$ cat config.mk
export PLATFORM = sky130hd
export DESIGN_NAME = pileup_column_consensus
export DESIGN_NICKNAME = d
export VERILOG_FILES = /design/src/rtl/pcc_pkg.sv /design/src/rtl/pcc_ctrl.sv /design/src/rtl/pcc_datapath.sv /design/src/rtl/pileup_column_consensus.sv
export SDC_FILE = /design/constraint.sdc
export NUM_CORES = 1
export LEC_CHECK = 0
export ABC_AREA = 1
export BUFFER_PORTS_ARGS = -buffer_cell sky130_fd_sc_hd__buf_2
export CAP_MARGIN = 10
export CORE_MARGIN = 3
export CORE_UTILIZATION = 55
export CTS_BUF_LIST = sky130_fd_sc_hd__clkbuf_2 sky130_fd_sc_hd__clkbuf_4 sky130_fd_sc_hd__clkbuf_8
export DETAILED_ROUTE_END_ITERATION = 10
export GPL_ROUTABILITY_DRIVEN = 0
export GPL_TIMING_DRIVEN = 0
export PLACE_DENSITY = 0.73
export SETUP_SLACK_MARGIN = 0.02
export SLEW_MARGIN = 5
export SYNTH_ARGS = -nofsm -noshare
export SYNTH_HDL_FRONTEND = slang
export SYNTH_SLANG_ARGS = --single-unit
$ cat constraint.sdc
create_clock -name clk_i -period 5.5 [get_ports clk_i]
set_clock_uncertainty 0.15 [all_clocks]
set_input_delay 0.275 -clock clk_i [delete_from_list [all_inputs] [get_ports clk_i]]
set_output_delay 0.275 -clock clk_i [all_outputs]
set_load 0.02 [all_outputs]
$ cat src/rtl/pcc_pkg.sv
// ---------------------------------------------------------------------------
// pcc_pkg
// Shared codes, widths and controller/datapath interface types for the
// pileup column consensus block.
// ---------------------------------------------------------------------------
package pcc_pkg;

  localparam int unsigned CODE_W    = 3;
  localparam int unsigned PCT_W     = 7;
  localparam int unsigned OUT_CNT_W = 8;
  localparam int unsigned QSTEPS    = 7;
  localparam int unsigned NUM_OPS   = 4;
  localparam int unsigned OP_W      = 2;
  localparam int unsigned STEP_W    = 3;
  localparam int unsigned IN_DATA_W  = 8;
  localparam int unsigned OUT_DATA_W = 48;

  localparam logic [CODE_W-1:0] BASE_NONE = 3'd0;
  localparam logic [CODE_W-1:0] BASE_A    = 3'd1;
  localparam logic [CODE_W-1:0] BASE_T    = 3'd2;
  localparam logic [CODE_W-1:0] BASE_G    = 3'd3;
  localparam logic [CODE_W-1:0] BASE_C    = 3'd4;
  localparam logic [CODE_W-1:0] BASE_DEL  = 3'd5;

  localparam logic [OP_W-1:0] OP_INS   = 2'd0;
  localparam logic [OP_W-1:0] OP_LCLIP = 2'd1;
  localparam logic [OP_W-1:0] OP_RCLIP = 2'd2;
  localparam logic [OP_W-1:0] OP_BEST  = 2'd3;

  typedef struct packed {
    logic              take;
    logic              close;
    logic              select;
    logic              div_step;
    logic              div_last;
    logic [OP_W-1:0]   op;
    logic [STEP_W-1:0] step;
    logic              out_load;
  } pcc_cmd_t;

  typedef struct packed {
    logic out_full;
  } pcc_status_t;

endpackage

$ cat src/rtl/pcc_ctrl.sv
// ---------------------------------------------------------------------------
// pcc_ctrl
// Sequencer: accumulates cells, then walks the consensus pick, the four
// percentage divisions and the result load.
// ---------------------------------------------------------------------------
module pcc_ctrl import pcc_pkg::*; (
  input  logic        clk_i,
  input  logic        rst_ni,
  input  logic        in_valid_i,
  input  logic        in_last_i,
  input  logic        out_ready_i,
  input  pcc_status_t status_i,
  output logic        in_ready_o,
  output pcc_cmd_t    cmd_o
);

  localparam logic [1:0] S_ACCUM  = 2'd0;
  localparam logic [1:0] S_SELECT = 2'd1;
  localparam logic [1:0] S_DIVIDE = 2'd2;
  localparam logic [1:0] S_EMIT   = 2'd3;

  logic [1:0]        state_q, state_d;
  logic [OP_W-1:0]   op_q, op_d;
  logic [STEP_W-1:0] step_q, step_d;
  logic              fire;
  logic              step_end;

  assign in_ready_o = (state_q == S_ACCUM);
  assign fire       = in_valid_i && in_ready_o;
  assign step_end   = (step_q == STEP_W'(QSTEPS - 1));

  always_comb begin
    state_d       = state_q;
    op_d          = op_q;
    step_d        = step_q;
    cmd_o         = '0;
    cmd_o.op      = op_q;
    cmd_o.step    = step_q;
    unique case (state_q)
      S_ACCUM: begin
        cmd_o.take  = fire;
        cmd_o.close = fire && in_last_i;
        if (fire && in_last_i) begin
          state_d = S_SELECT;
        end
      end
      S_SELECT: begin
        cmd_o.select = 1'b1;
        op_d         = OP_INS;
        step_d       = '0;
        state_d      = S_DIVIDE;
      end
      S_DIVIDE: begin
        cmd_o.div_step = 1'b1;
        cmd_o.div_last = step_end;
        if (step_end) begin
          step_d = '0;
          if (op_q == OP_BEST) begin
            state_d = S_EMIT;
          end else begin
            op_d = op_q + 1'b1;
          end
        end else begin
          step_d = step_q + 1'b1;
        end
      end
      S_EMIT: begin
        if (!status_i.out_full || out_ready_i) begin
          cmd_o.out_load = 1'b1;
          state_d        = S_ACCUM;
        end
      end
      default: begin
        state_d = S_ACCUM;
      end
    endcase
  end

  always_ff @(posedge clk_i or negedge rst_ni) begin
    if (!rst_ni) begin
      state_q <= S_ACCUM;
      op_q    <= '0;
      step_q  <= '0;
    end else begin
      state_q <= state_d;
      op_q    <= op_d;
      step_q  <= step_d;
    end
  end

endmodule

$ cat src/rtl/pcc_datapath.sv
// ---------------------------------------------------------------------------
// pcc_datapath
// Column tallies, column snapshot, first-maximum pick, shared restoring
// divider for the percentages and the result register.
// ---------------------------------------------------------------------------
module pcc_datapath import pcc_pkg::*; #(
  parameter int unsigned COUNT_BITS = 8
) (
  input  logic                  clk_i,
  input  logic                  rst_ni,
  input  pcc_cmd_t              cmd_i,
  input  logic [IN_DATA_W-1:0]  in_data_i,
  input  logic                  out_ready_i,
  output logic                  out_valid_o,
  output logic [OUT_DATA_W-1:0] out_data_o,
  output pcc_status_t           status_o
);

  localparam int unsigned CW  = COUNT_BITS;
  localparam int unsigned RW  = COUNT_BITS + PCT_W;
  localparam int unsigned EW  = (COUNT_BITS > OUT_CNT_W) ? COUNT_BITS : OUT_CNT_W;
  localparam logic [CW-1:0] CNT_MAX = {CW{1'b1}};

  function automatic logic [CW-1:0] sat_inc(input logic [CW-1:0] v);
    return (v == CNT_MAX) ? v : v + 1'b1;
  endfunction

  function automatic logic [RW-1:0] times100(input logic [CW-1:0] v);
    logic [RW-1:0] x;
    x = RW'(v);
    return (x << 6) + (x << 5) + (x << 2);
  endfunction

  function automatic logic [OUT_CNT_W-1:0] sat8(input logic [CW-1:0] v);
    logic [EW-1:0] x;
    x = EW'(v);
    return (x > EW'(255)) ? 8'hFF : x[OUT_CNT_W-1:0];
  endfunction

  logic [CODE_W-1:0] code;
  logic              lclip, rclip, ins;

  logic [CW-1:0] a_q, t_q, g_q, c_q, del_q, ins_q, lc_q, rc_q, reads_q, carry_q;
  logic [CW-1:0] a_u, t_u, g_u, c_u, del_u, ins_u, lc_u, rc_u, reads_u, carry_u;

  logic [CW-1:0] sa_q, st_q, sg_q, sc_q, sdel_q, sins_q, slc_q, src_q, sreads_q;

  logic [CODE_W-1:0] best_base_q, pick_base;
  logic [CW-1:0]     best_cnt_q, pick_cnt;
  logic [CW-1:0]     counts [5];

  logic [RW-1:0]    rem_q, shifted, next_num;
  logic [PCT_W-1:0] quo_q, quo_new;
  logic [STEP_W-1:0] shamt;
  logic             ge;
  logic [PCT_W-1:0] pct_q [NUM_OPS];

  logic                  out_valid_q;
  logic [OUT_DATA_W-1:0] out_data_q;

  assign code  = in_data_i[2:0];
  assign lclip = in_data_i[3];
  assign rclip = in_data_i[4];
  assign ins   = in_data_i[5];

  always_comb begin
    a_u = a_q; t_u = t_q; g_u = g_q; c_u = c_q; del_u = del_q;
    ins_u = ins_q; lc_u = lc_q; rc_u = rc_q; reads_u = reads_q; carry_u = carry_q;
    if (cmd_i.take && (code != BASE_NONE)) begin
      case (code)
        BASE_A:   a_u   = sat_inc(a_q);
        BASE_T:   t_u   = sat_inc(t_q);
        BASE_G:   g_u   = sat_inc(g_q);
        BASE_C:   c_u   = sat_inc(c_q);
        BASE_DEL: del_u = sat_inc(del_q);
        default: ;
      endcase
      if (rclip) begin
        carry_u = sat_inc(carry_q);
      end else if (lclip) begin
        lc_u = sat_inc(lc_q);
      end
      if (ins) begin
        ins_u = sat_inc(ins_q);
      end
      reads_u = sat_inc(reads_q);
    end
  end

  always_ff @(posedge clk_i or negedge rst_ni) begin
    if (!rst_ni) begin
      a_q <= '0; t_q <= '0; g_q <= '0; c_q <= '0; del_q <= '0;
      ins_q <= '0; lc_q <= '0; rc_q <= '0; reads_q <= '0; carry_q <= '0;
    end else if (cmd_i.close) begin
      a_q <= '0; t_q <= '0; g_q <= '0; c_q <= '0; del_q <= '0;
      ins_q <= '0; lc_q <= '0;
      rc_q <= carry_u; reads_q <= carry_u; carry_q <= '0;
    end else begin
      a_q <= a_u; t_q <= t_u; g_q <= g_u; c_q <= c_u; del_q <= del_u;
      ins_q <= ins_u; lc_q <= lc_u; rc_q <= rc_u; reads_q <= reads_u;
      carry_q <= carry_u;
    end
  end

  always_ff @(posedge clk_i) begin
    if (cmd_i.close) begin
      sa_q <= a_u; st_q <= t_u; sg_q <= g_u; sc_q <= c_u; sdel_q <= del_u;
      sins_q <= ins_u; slc_q <= lc_u; src_q <= rc_u; sreads_q <= reads_u;
    end
  end

  assign counts[0] = sa_q;
  assign counts[1] = st_q;
  assign counts[2] = sg_q;
  assign counts[3] = sc_q;
  assign counts[4] = sdel_q;

  always_comb begin
    pick_base = BASE_NONE;
    pick_cnt  = '0;
    for (int i = 0; i < 5; i++) begin
      if (counts[i] > pick_cnt) begin
        pick_cnt  = counts[i];
        pick_base = CODE_W'(i + 1);
      end
    end
  end

  assign shamt   = STEP_W'(QSTEPS - 1) - cmd_i.step;
  assign shifted = RW'(sreads_q) << shamt;
  assign ge      = (rem_q >= shifted);
  assign quo_new = {quo_q[PCT_W-2:0], ge};

  always_comb begin
    case (cmd_i.op)
      OP_INS:   next_num = times100(slc_q);
      OP_LCLIP: next_num = times100(src_q);
      default:  next_num = times100(best_cnt_q);
    endcase
  end

  always_ff @(posedge clk_i) begin
    if (cmd_i.select) begin
      best_base_q <= pick_base;
      best_cnt_q  <= pick_cnt;
      rem_q       <= times100(sins_q);
    end else if (cmd_i.div_step) begin
      quo_q <= quo_new;
      if (cmd_i.div_last) begin
        pct_q[cmd_i.op] <= quo_new;
        rem_q           <= next_num;
      end else begin
        rem_q <= ge ? (rem_q - shifted) : rem_q;
      end
    end
  end

  always_ff @(posedge clk_i or negedge rst_ni) begin
    if (!rst_ni) begin
      out_valid_q <= 1'b0;
    end else if (cmd_i.out_load) begin
      out_valid_q <= 1'b1;
    end else if (out_ready_i) begin
      out_valid_q <= 1'b0;
    end
  end

  always_ff @(posedge clk_i) begin
    if (cmd_i.out_load) begin
      if (sreads_q == '0) begin
        out_data_q <= '0;
      end else begin
        out_data_q <= {1'b0, sat8(sreads_q), pct_q[OP_RCLIP], pct_q[OP_LCLIP],
                       pct_q[OP_INS], pct_q[OP_BEST], sat8(best_cnt_q), best_base_q};
      end
    end
  end

  assign out_valid_o       = out_valid_q;
  assign out_data_o        = out_data_q;
  assign status_o.out_full = out_valid_q;

endmodule

$ cat src/rtl/pileup_column_consensus.sv
// ---------------------------------------------------------------------------
// pileup_column_consensus
// Majority base call with insertion and clip percentages per pileup column.
// ---------------------------------------------------------------------------
// Cells are taken one per cycle while a column is open. The beat with tlast
// closes the column; tready then stays low through the first-maximum pick,
// four percentages through one shared restoring divider and the load of the
// result register, longer if the previous result has not yet been taken. A
// right-clipped cell counts as a read of its own column and as a read and a
// right clip of the following column, and all tallies saturate at
// 2**COUNT_BITS - 1.
module pileup_column_consensus import pcc_pkg::*; #(
  parameter int unsigned COUNT_BITS = 8
) (
  input  logic                  clk_i,
  input  logic                  rst_ni,
  input  logic                  s_axis_tvalid_i,
  output logic                  s_axis_tready_o,
  // base_code[2:0], lclip[3], rclip[4], has_insertion[5], zero[7:6]
  input  logic [IN_DATA_W-1:0]  s_axis_tdata_i,
  input  logic                  s_axis_tlast_i,
  output logic                  m_axis_tvalid_o,
  input  logic                  m_axis_tready_i,
  // best_base[2:0], best_count[10:3], best_percent[17:11],
  // insert_percent[24:18], lclip_percent[31:25],
  // rclip_percent[38:32], read_total[46:39], zero[47]
  output logic [OUT_DATA_W-1:0] m_axis_tdata_o
);

  pcc_cmd_t    cmd;
  pcc_status_t status;

  pcc_ctrl u_ctrl (
    .clk_i       (clk_i),
    .rst_ni      (rst_ni),
    .in_valid_i  (s_axis_tvalid_i),
    .in_last_i   (s_axis_tlast_i),
    .out_ready_i (m_axis_tready_i),
    .status_i    (status),
    .in_ready_o  (s_axis_tready_o),
    .cmd_o       (cmd)
  );

  pcc_datapath #(
    .COUNT_BITS (COUNT_BITS)
  ) u_datapath (
    .clk_i       (clk_i),
    .rst_ni      (rst_ni),
    .cmd_i       (cmd),
    .in_data_i   (s_axis_tdata_i),
    .out_ready_i (m_axis_tready_i),
    .out_valid_o (m_axis_tvalid_o),
    .out_data_o  (m_axis_tdata_o),
    .status_o    (status)
  );

`ifndef SYNTHESIS
  a_close_stalls: assert property (@(posedge clk_i) disable iff (!rst_ni)
    s_axis_tvalid_i && s_axis_tready_o && s_axis_tlast_i |=> !s_axis_tready_o)
    else $error("Input was accepted right after a column closed.");

  a_empty_zero: assert property (@(posedge clk_i) disable iff (!rst_ni)
    m_axis_tvalid_o && (m_axis_tdata_o[46:39] == 8'd0) |-> (m_axis_tdata_o[38:0] == 39'd0))
    else $error("An empty column reported nonzero fields.");

  a_pct_range: assert property (@(posedge clk_i) disable iff (!rst_ni)
    m_axis_tvalid_o |-> (m_axis_tdata_o[17:11] <= 7'd100) && (m_axis_tdata_o[24:18] <= 7'd100)
      && (m_axis_tdata_o[31:25] <= 7'd100) && (m_axis_tdata_o[38:32] <= 7'd100))
    else $error("A percentage exceeds 100.");

  a_best_le_reads: assert property (@(posedge clk_i) disable iff (!rst_ni)
    m_axis_tvalid_o |-> (m_axis_tdata_o[10:3] <= m_axis_tdata_o[46:39]))
    else $error("Best base count exceeds the read count.");
`endif

endmodule

==> results of run 1 <==
Yosys cell counts (all sizes together) (4+ instances only):
cell type	count
a21oi	79
a31oi	9
and2	10
buf	9
clkbuf	26
dfrtp	88
edfxtp	179
fa	21
ha	115
inv	275
nand2	390
nand3	133
nand3b	5
nand4	39
nor2	158
nor3	17
o211ai	6
o21a	4
o21ai	70
o21bai	6
or2	34
xnor2	6
xor2	27
worst max-delay path: cells and delay by family, from the launching register on:
family                     cells  cell delay, ps
and+or+nand+nor               26            2450
adders and majority gates      4            1210
DFF                            1             460
buffers and inverters          3             440
AOI/OAI and AO/OA              3             300
routing by layer:
| metal | wire (um) | up-vias | global-route usage |
|---|---|---|---|
| li1 | - | 6015 | - |
| met1 | 14950 | 5681 | 0.2986 |
| met2 | 16430 | 417 | 0.3711 |
| met3 | 2292 | 92 | 0.03779 |
| met4 | 1084 | 0 | 0.07808 |
| met5 | 0 | - | 0 |
sequential cells by signal, indices dropped and copies added (netlist names), 15 cells and up:
| signal | flops |
|---|---|
| u_datapath.out_data_o | 19 |
| m_axis_tdata_o | 28 |
| u_datapath.rem_q | 15 |
| u_datapath.pct_q | 28 |
stage by stage:
| step | TNS, ps | setup slack [ps] | hold slack, ps | total power [mW] |
|---|---|---|---|---|
| global route | -661.3 | -93.00 | 37.10 | 10.31 |
| floorplan | 0 | 588.8 | -170.6 | 6.233 |
| global placement | -606.6 | -80.83 | 284.7 | 7.236 |
| detailed placement | -1718 | -176.0 | 97.16 | 7.405 |
| CTS | 0 | 65.33 | 15.63 | 9.283 |
| finish | 0 | 208.2 | 47.52 | 9.538 |
logic make-up (layout without fill, tap and decap cells):
family / after synthesis / in the layout / synth area share
AOI/OAI and AO/OA: 195 / 195 / 0.07061
xor gates and xnor gates: 33 / 33 / 0.01854
adders and majority gates: 136 / 136 / 0.1192
buffers and inverters: 313 / 474 / 0.07703
DFF: 267 / 267 / 0.4859
muxes: 4 / 4 / 0.002648
other: 1 / 1 / 0.0002405
and+or+nand+nor: 789 / 790 / 0.2258
timing repair:
item                                    4_1_cts  5_1_grt
gates cloned                                  0        4
endpoints found under the setup margin       11       11
hold buffers                                  3        0
buffers inserted                              0       11
gates resized for setup                       7       59
endpoints found under the hold margin        90        0
pin swaps                                     0       18
worst paths after layout:
path	startpoint	endpoint	slack (ps)	cells after the start
setup / recovery	u_datapath.st_q[1]$_DFFE_PP_	u_datapath.best_cnt_q[7]$_DFFE_PP_	210	36
hold / removal	s_axis_tdata_i[5]	u_datapath.ins_q[4]$_DFF_PN0_	50	3
setup reg to reg	u_datapath.st_q[1]$_DFFE_PP_	u_datapath.best_cnt_q[7]$_DFFE_PP_	210	36
hold reg to reg	u_datapath.rc_q[6]$_DFFE_PN0P_	u_datapath.src_q[6]$_DFFE_PP_	310	0
max in group asynchronous	rst_ni	u_datapath.rc_q[1]$_DFFE_PN0P_	4470	3
min in group asynchronous	rst_ni	u_ctrl.step_q[2]$_DFFE_PN0P_	60	2
area by class of cell:
cell class / instances / area share
buffer: 34 / 0.009333
clock buffer: 62 / 0.04295
clock inverter: 20 / 0.009193
inverter: 278 / 0.05916
multi-input combinational: 1159 / 0.3968
sequential: 267 / 0.4250
tap: 378 / 0.02653
timing repair buffer: 80 / 0.03109
power groups by stage:
stage	combinational, mW	sequential (mW)	clock (mW)
2_1_floorplan	3.09	3.14	0
3_3_place_gp	4.11	3.13	0
3_5_place_dp	4.28	3.13	0
4_1_cts	4.33	3.09	1.87
5_1_grt	5.22	3.14	1.95
6_report	4.63	3.09	1.82
==> summary.txt, run 1 <==
Setup path
  • Critical Path Most Common Cell: nand2_1
  • Crit-path slowest cell: edfxtp_1
  • Crit start category: flip-flop
  • CP max FO: 10
  • Setup CP Type: flip-flop to flip-flop
  • CP Data Required Time: approximately 5700 ps
  • CP Capture Type: flip-flop
  • CP peak stage delay: roughly 460 ps
  • CP arrival: 5450 ps

STA
  • Maximum clock rate: ~0.19 GHz
  • Tmin final: roughly 5300 ps
  • Final Hold Viols: 0
  • Slew @ Worst Pin: 895.5 ps
  • Final setup violation count: 0
  • Slew margin rel.: 0.4030
  • Period utilization: 0.9622
  • Max-slew violations: 0

Floorplan
  • Core area: 27860 sq um
  • Initial Util: 0.5598
  • Num rows: between 60 and 70
  • Die width: 174.4 um
  • Die area: about 30000 sq um
  • Die height: approximately 170 um
  • I/O pins: 63

Yosys
  • Library cells used by synthesis: 59
  • Top cell type's share of synthesized area: 0.3447
  • Seq cells post-synth: 267
  • Synth Instances: ~1700
  • Syn_nets: 1887
  • Register area share after synthesis: 0.4859
  • Cell area after synthesis: ~16000 sq um
  • Synth top area cells: edfxtp_1 34%, dfrtp_1 14%, ha_1 9.2%
  • Avg Cell Area, Syn: roughly 9 sq um
  • Area leader, netlist: edfxtp_1
  • Primary FF master, synth: edfxtp_1
  • Synthesis warning total: 0
  • Number of flops mapped to enable cells by yosys: between 150 and 200
  • Ys async rst share: 0.3296

Power and ir drop
  • Leakage Power: between 8 and 9 nW
  • Sequential power share: 0.324
  • Clk network pwr share: 0.191
  • Pwr dens: 535.0 nW/um^2
  • Comb power frac: 0.485
  • Pint: between 5 and 6 mW
  • Switching Fraction: 0.4195
  • Net Sw Power: approximately 4 mW
  • Peak supply drop: about 0.21 mV

Placed design
  • Placed cells: 2179
  • Detailed Place HPWL: 25920 um
  • Instance area at placement: roughly 16000 sq um
  • Count of input and output buffers: 59

Detailed routing
  • Total Wirelength: between 30000 and 40000 um
  • # DRC: 0
  • Pre-Repair DR Iteration Count: 6
  • Initial DRC count: just under 900
  • WL/cell: ~15 um
  • Vias/cell: between 5 and 6
  • Routed vias: 12210
  • Post-DRT Antenna Nets: 0

Hold path
  • Hold Path Class: primary input to flip-flop

Outcome
  • Status: finished, final reports clean

Layout
  • Area of the multi-input gates: 7074 sq um
  • Final cell count without fillers: about 2300
  • NumNets Final: just over 2000
  • Diodes inserted: 0
  • Most frequent cells in the layout: 366 x nand2_1, 259 x inv_1, 179 x edfxtp_1, 143 x nor2_1, 125 x nand3_1
  • Commonest non-fill, non-tap cell in the layout: nand2_1
  • Finished Core Util: 0.6400
  • Share of cells above drive strength 1: 0.1389
  • Reg area: 7577 sq um
  • Cell area after layout: between 15000 and 20000 sq um
  • Syn-to-layout area delta: 14.34%
  • Fillers: between 2000 and 2500

Clock network
  • Reg clk slew, reported paths: about 60 ps
  • Clock tree from TritonCTS: built
  • Clock Sinks: 267
  • CTS H-tree lvls: 2
  • Clock root buffer: clkbuf_8
  • CTS Buffer Depth: 3
  • Num CTS Buffers: 45
  • Clock latency on the worst-skew pair: around 560 ps

Global route
  • Antenna violations before repair: 0
  • GR Overflow Total: 0
  • First-pass GRT wire length: approximately 55000 um
  • Largest net degree at the start of global routing: 62
  • Vias in the first global route: between 10000 and 15000
  • Overall routing resource usage: 0.2234

Run
  • Max Cap Violations: 0
(Power assumes the default switching activity.)
==> inputs of run 2 (changes only) <==
ABC_AREA = 0   (was 1)
==> summary.txt, run 2 <==
Layout
  • Share of cells above drive strength 1: 0.2140 (+0.07502)
  • Commonest non-fill, non-tap cell in the layout: edfxtp_1
  • Cell area after layout: 17810 sq um (-0.13%)
  • Most frequent cells in the layout: 179 x edfxtp_1, 108 x and2_1, 105 x ha_1, 88 x dfrtp_1, 81 x nand2_1
  • NumNets Final: 1658 (-18%)
  • Diodes inserted: 0 (unchanged)
  • Final cell count without fillers: 1888 (-17%)
  • Fillers: 2025 (-9.8%)
  • Syn-to-layout area delta: 17.77%

Floorplan
  • Die width: 171.8 um (-1.5%)
  • I/O pins: 63 (unchanged)
  • Die area: 29520 sq um (-2.9%)
  • Initial Util: 0.5610 (+0.001245)
  • Num rows: 60 (-1.6%)
  • Die height: 171.8 um (-1.5%)
  • Core area: 26950 sq um (-3.3%)

STA
  • Tmin final: 6175 ps (+882.9 ps)
  • Slew margin rel.: 0.4441 (+0.04108)
  • Hold Slack: 48.26 ps (+0.7440 ps)
  • Maximum clock rate: 0.1619 GHz (-14%)
  • Final Hold Viols: 0 (unchanged)
  • Unrepaired setup endpoints after global routing: true
  • Max-slew violations: 0 (unchanged)
  • Period utilization: 1.123 (+0.1605)
  • Worst setup margin: -674.8 ps (-882.9 ps)
  • Slew @ Worst Pin: 830.8 ps (-64.68 ps)
  • Final setup violation count: 11 (+11)

Setup path
  • Setup CP Type: flip-flop to flip-flop
  • RR Endpoint: u_datapath.best_cnt_q[7]$_DFFE_PP_
  • CP max FO: 8 (-2)
  • CP Capture Type: flip-flop
  • Worst R2R Setup Slack: -670 ps (-880 ps)
  • Crit start category: flip-flop
  • CP peak stage delay: 440 ps (-20 ps)
  • CP arrival: 6370 ps (+920 ps)
  • Crit-path slowest cell: edfxtp_1
  • Reg2Reg Launch Point: u_datapath.st_q[1]$_DFFE_PP_
  • Worst reg2reg path depth: 30 (-17%)
  • CP Data Required Time: 5690 ps (+30 ps)

Power and ir drop
  • Leakage Power: 7.284 nW (-14%)
  • Pint: 6.101 mW (+10%)
  • Sequential power share: 0.303 (-0.021)
  • Switching Fraction: 0.4021 (-0.01746)
  • Comb power frac: 0.522 (+0.037)
  • Pwr dens: 573.0 nW/um^2 (+7.1%)
  • Net Sw Power: 4.103 mW (+2.5%)
  • Clk network pwr share: 0.175 (-0.016)
  • Overall Power: 10.20 mW (+7.0%)
  • Peak supply drop: 0.3295 mV (+56%)

Detailed routing
  • # DRC: 0 (unchanged)
  • Initial DRC count: 835 (-4.6%)
  • Vias/cell: 5.785 (+8.0%)
  • Post-DRT Antenna Nets: 0 (unchanged)
  • WL/cell: 18.20 um (+19%)
  • Pre-Repair DR Iteration Count: 7 (+1)
  • Total Wirelength: 34370 um (-1.1%)
  • Routed vias: 10920 (-11%)

Yosys
  • Synthesis warning total: 0 (unchanged)
  • Ys async rst share: 0.3296 (unchanged)
  • Most frequent cell after synthesis: edfxtp_1
  • Synth Instances: 1338 (-23%)
  • Top cell type's share of synthesized area: 0.3555 (+0.01081)
  • Area leader, netlist: edfxtp_1
  • Syn_nets: 1487 (-21%)
  • Avg Cell Area, Syn: 11.30 sq um (+26%)
  • Synth top area cells: edfxtp_1 36%, dfrtp_1 15%, ha_1 9.5%
  • Cell area after synthesis: 15120 sq um (-3.0%)
  • Register area share after synthesis: 0.5012 (+0.01524)
  • Seq cells post-synth: 267 (unchanged)
  • Leading cell types by count after synthesis: 179 x edfxtp_1, 115 x ha_1, 110 x and2_1, 89 x a21oi_1, 88 x dfrtp_1
  • Number of flops mapped to enable cells by yosys: 179 (unchanged)
  • Library cells used by synthesis: 92 (+56%)
  • Primary FF master, synth: edfxtp_1

Global route
  • GR Overflow Total: 0 (unchanged)
  • Overall routing resource usage: 0.2269 (+0.003482)
  • Largest net degree at the start of global routing: 59 (-4.8%)
  • First-pass GRT wire length: 53120 um (-4.1%)
  • Antenna violations before repair: 0 (unchanged)
  • Vias in the first global route: 10560 (-8.4%)

Clock network
  • Clock latency on the worst-skew pair: 590 ps (+30 ps)
  • Clock tree from TritonCTS: built
  • CTS H-tree lvls: 2 (unchanged)
  • CTS Buffer Depth: 3 (unchanged)
  • Reg clk slew, reported paths: 60 ps (about the same)
  • Clock root buffer: clkbuf_8
  • Clock Sinks: 267 (unchanged)
  • Num CTS Buffers: 46 (+2.2%)

Placed design
  • Instance area at placement: 15990 sq um (-3.0%)
  • Count of input and output buffers: 58 (-1.7%)
  • Detailed Place HPWL: 24030 um (-7.3%)
  • Placed cells: 1740 (-20%)

Outcome
  • Failing checks: setup timing
  • Status: finished with violations

Hold path
  • Hold Path Class: primary input to asynchronous set/reset pin

Run
  • Max Cap Violations: 0 (unchanged)
## run 2: kinds of logic (layout without fill, tap and decap cells)
family | after synthesis | count (layout) | share of synthesized area
AOI/OAI and AO/OA | 278 | 279 | 0.1215
xor gates and xnor gates | 61 | 61 | 0.03583
adders and majority gates | 136 | 136 | 0.1230
buffers and inverters | 99 | 307 | 0.02607
DFF | 267 | 267 | 0.5012
muxes | 32 | 32 | 0.02507
other | 1 | 1 | 0.0002480
and+or+nand+nor | 464 | 464 | 0.1672
## run 2: stage by stage
stage | util | worst slack, ps | TNS, ps
global route | 0.6607 | -887.4 | -9518
floorplan | - | -270.7 | -2189
finish | 0.6607 | -674.8 | -7214
global placement | 0.5905 | -918.2 | -9602
detailed placement | 0.5933 | -992.3 | -10330
CTS | 0.6516 | -290.1 | -3055
## run 2: what timing repair did
item                       4_1_cts  5_1_grt
buffers inserted                44       15
resized for setup               52       37
hold buffers                     2        0
setup endpoints to repair       11       26
gates cloned                     3        0
pin swaps                       34       42
hold endpoints to repair        89        0
## run 2: area by class of cell
type | instances | area (sq um) | share of cell area
multi-input cells | 973 | 7580 | 0.4257
plain buffers | 42 | 207.7 | 0.01166
clock buffers | 64 | 805.8 | 0.04525
well taps | 341 | 426.7 | 0.02396
inverters | 56 | 210.2 | 0.01181
clock inverters | 22 | 136.4 | 0.007659
repair buffers | 123 | 862.1 | 0.04842
flip-flops and latches | 267 | 7577 | 0.4256
## run 2: metal layers
layer  routed length, um  global-route usage  up-vias
met5                   0                   0        -
met1               15650              0.3093     5330
met2               16090              0.3794      303
met4                 864             0.06942        0
li1                    -                   -     5216
met3                1768             0.03356       73
## run 2: worst max path at each step
stage                                  from                                 endpoint
2_1_floorplan  u_datapath.sa_q[0]$_DFFE_PP_       u_datapath.best_cnt_q[0]$_DFFE_PP_
3_3_place_gp   u_datapath.sa_q[0]$_DFFE_PP_       u_datapath.best_cnt_q[0]$_DFFE_PP_
3_5_place_dp   u_datapath.sa_q[0]$_DFFE_PP_  u_datapath.best_base_q[0]$_SDFFCE_PN1P_
4_1_cts        u_datapath.st_q[2]$_DFFE_PP_       u_datapath.best_cnt_q[2]$_DFFE_PP_
5_1_grt        u_datapath.st_q[3]$_DFFE_PP_  u_datapath.best_base_q[0]$_SDFFCE_PN1P_
6_report       u_datapath.st_q[1]$_DFFE_PP_       u_datapath.best_cnt_q[7]$_DFFE_PP_
## run 2: worst max-delay path, delay by kind of cell, from the launching register on
kind            cells  cell delay, ps
compound gates     14            2200
fa+ha+maj           4            1240
buf+inv             6            1000
flops               1             440
simple gates        6             880
## run 2: power groups by stage
stage | combinational, mW | sequential (mW) | clock [mW]
floorplan | 3.28 | 3.12 | 0
global placement | 4.27 | 3.12 | 0
detailed placement | 4.43 | 3.12 | 0
CTS | 4.96 | 3.08 | 1.82
global route | 5.83 | 3.13 | 1.90
finish | 5.33 | 3.09 | 1.79
==> inputs of run 3 (changes only) <==
TNS_END_PERCENT = 10   (was unset)
==> summary.txt, run 3 (same netlist as run 2, synthesis figures left out) <==
Power and ir drop
  • Net Sw Power: 3.960 mW (-3.5%)
  • Overall Power: 9.787 mW (-4.1%)
  • Clk network pwr share: 0.176 (about the same)
  • Leakage Power: 7.103 nW (-2.5%)
  • Comb power frac: 0.508 (-0.014)
  • Switching Fraction: 0.4047 (+0.002593)
  • Pwr dens: 559.2 nW/um^2 (-2.4%)
  • Peak supply drop: 0.2600 mV (-21%)
  • Sequential power share: 0.316 (+0.013)
  • Pint: 5.826 mW (-4.5%)

Floorplan
  • Initial Util: 0.5610 (unchanged)
  • Die width: 171.8 um (unchanged)
  • Num rows: 60 (unchanged)
  • I/O pins: 63 (unchanged)
  • Die area: 29520 sq um (unchanged)
  • Core area: 26950 sq um (unchanged)
  • Die height: 171.8 um (unchanged)

STA
  • Slew @ Worst Pin: 788.8 ps (-42.06 ps)
  • Unrepaired setup endpoints after global routing: true
  • Hold Slack: 34.46 ps (-13.80 ps)
  • Final Hold Viols: 0 (unchanged)
  • Maximum clock rate: 0.1618 GHz (about the same)
  • Period utilization: 1.124 (about the same)
  • Final setup TNS: -6773 ps (+440.5 ps)
  • Slew margin rel.: 0.4741 (+0.03009)
  • Tmin final: 6180 ps (+5.532 ps)
  • Worst setup margin: -680.3 ps (-5.532 ps)
  • Max-slew violations: 0 (unchanged)
  • Final setup violation count: 11 (unchanged)

Global route
  • Antenna violations before repair: 0 (unchanged)
  • Vias in the first global route: 10470 (-0.81%)
  • Largest net degree at the start of global routing: 62 (+5.1%)
  • GR Overflow Total: 0 (unchanged)
  • Overall routing resource usage: 0.2266 (-0.0003150)
  • First-pass GRT wire length: 53160 um (about the same)

Detailed routing
  • WL/cell: 18.02 um (-1.0%)
  • # DRC: 0 (unchanged)
  • Total Wirelength: 33400 um (-2.8%)
  • Routed vias: 10700 (-2.0%)
  • Post-DRT Antenna Nets: 0 (unchanged)
  • Vias/cell: 5.773 (-0.20%)
  • Initial DRC count: 743 (-11%)
  • Pre-Repair DR Iteration Count: 5 (-2)

Clock network
  • Reg clk slew, reported paths: 60 ps (about the same)
  • Clock latency on the worst-skew pair: 590 ps (about the same)
  • Clock Sinks: 267 (unchanged)
  • CTS Buffer Depth: 3 (unchanged)
  • Clock root buffer: clkbuf_8
  • Clock tree from TritonCTS: built
  • CTS H-tree lvls: 2 (unchanged)
  • Num CTS Buffers: 45 (-2.2%)

Layout
  • NumNets Final: 1627 (-1.9%)
  • Share of cells above drive strength 1: 0.1923 (-0.02163)
  • Final cell count without fillers: 1854 (-1.8%)
  • Cell area after layout: 17500 sq um (-1.7%)
  • Syn-to-layout area delta: 15.76%
  • Finished Core Util: 0.6494 (-0.01128)
  • Diodes inserted: 0 (unchanged)
  • Commonest non-fill, non-tap cell in the layout: edfxtp_1
  • Most frequent cells in the layout: 179 x edfxtp_1, 106 x and2_1, 104 x ha_1, 88 x dfrtp_1
  • Fillers: 2046 (+1.0%)

Placed design
  • Detailed Place HPWL: 23810 um (-0.93%)
  • Worst slack at placement: -1025 ps (-32.45 ps)
  • Count of input and output buffers: 58 (unchanged)
  • Placed cells: 1740 (unchanged)
  • Instance area at placement: 15990 sq um (unchanged)

Run
  • Max Cap Violations: 0 (unchanged)

Setup path
  • Setup CP Type: flip-flop to flip-flop
  • Worst reg2reg path depth: 26 (-13%)
  • Worst R2R Setup Slack: -680 ps (about the same)
  • CP arrival: 6380 ps (about the same)
  • CP max FO: 8 (unchanged)
  • Reg2Reg Launch Point: u_datapath.st_q[3]$_DFFE_PP_
  • CP Capture Type: flip-flop
  • RR Endpoint: u_datapath.best_cnt_q[0]$_DFFE_PP_
  • CP Data Required Time: 5700 ps (about the same)
  • Crit start category: flip-flop

Outcome
  • Failing checks: setup timing
  • Status: finished with violations

Hold path
  • Worst Hold End: u_datapath.sa_q[0]$_DFFE_PP_
  • Hold Path Class: primary input to flip-flop
  • Hold depth: 3
  • Hold Path Origin: s_axis_tdata_i[1]
==> run 3: changes by cell type in the layout (fill, tap and decap cells not counted), moves of 2 or more <==
cell	change
and2_4	+2
and2_1	-2
nand3_4	+2
a21oi_2	-5
buf_6	-8
clkbuf_8	-4
clkinv_1	+2
buf_4	-23
nand3_2	-3
clkinv_2	-3
a21oi_1	+5
==> run 3: layout make-up <==
class | count | area (sq um) | area share
flip-flops and latches | 267 | 7577 | 0.4329
multi-input cells | 973 | 7587 | 0.4335
clock inverters | 21 | 120.1 | 0.006863
clock buffers | 61 | 758.2 | 0.04332
plain buffers | 42 | 211.5 | 0.01208
well taps | 341 | 426.7 | 0.02438
inverters | 56 | 210.2 | 0.01201
repair buffers | 93 | 610.6 | 0.03489
==> run 3: how the worst max path moves through the flow <==
stage / cells past startpoint / startpoint / to / slack (ps)
2_1_floorplan: 28 / u_datapath.sa_q[0]$_DFFE_PP_ / u_datapath.best_cnt_q[0]$_DFFE_PP_ / -270
3_3_place_gp: 28 / u_datapath.sa_q[0]$_DFFE_PP_ / u_datapath.best_cnt_q[0]$_DFFE_PP_ / -930
3_5_place_dp: 29 / u_datapath.sa_q[0]$_DFFE_PP_ / u_datapath.best_base_q[0]$_SDFFCE_PN1P_ / -1020
4_1_cts: 27 / u_datapath.st_q[2]$_DFFE_PP_ / u_datapath.best_cnt_q[0]$_DFFE_PP_ / -340
5_1_grt: 26 / u_datapath.st_q[3]$_DFFE_PP_ / u_datapath.best_cnt_q[0]$_DFFE_PP_ / -890
6_report: 26 / u_datapath.st_q[3]$_DFFE_PP_ / u_datapath.best_cnt_q[0]$_DFFE_PP_ / -680
==> run 3: worst max-delay path: stages, from the launching register on <==
cell and delay [ps]:
edfxtp_1 450, ha_4 330, nand4_1 230, nor2_4 270, a211o_4 200, nand3_1 150
and2_1 190, ha_1 290, nand4_1 160, or2_4 300, o21ai_4 100, buf_8 190
nand3_4 100, o21ai_2 70, ha_1 270, nor2b_4 140, o21a_1 160, o21a_2 220
o21a_1 210, buf_6 150, a22oi_2 240, ha_1 290, nor2b_1 130, o21ai_1 180
a21boi_2 100, o31ai_4 360, mux2_4 330
==> run 3: power groups by stage <==
stage	clock (mW)	sequential, mW	combinational (mW)
global route	1.86	3.13	5.50
floorplan	0	3.12	3.28
global placement	0	3.12	4.27
finish	1.72	3.09	4.98
detailed placement	0	3.12	4.41
CTS	1.76	3.08	4.82
==> run 3: metal layers <==
metal,track usage,share of wire,vias to the layer above
li1,-,-,5142
met2,0.3736,0.46,309
met3,0.03792,0.057,58
met1,0.3137,0.46,5195
met4,0.06283,0.021,0
met5,0,0,-
==> run 3: repair_timing <==
action	in CTS	in global routing
pin swaps	37	21
endpoints found under the hold margin	89	0
gates cloned	2	0
hold buffers	2	0
setup endpoints to repair	11	26
gates resized for setup	64	16
setup buffers	27	2
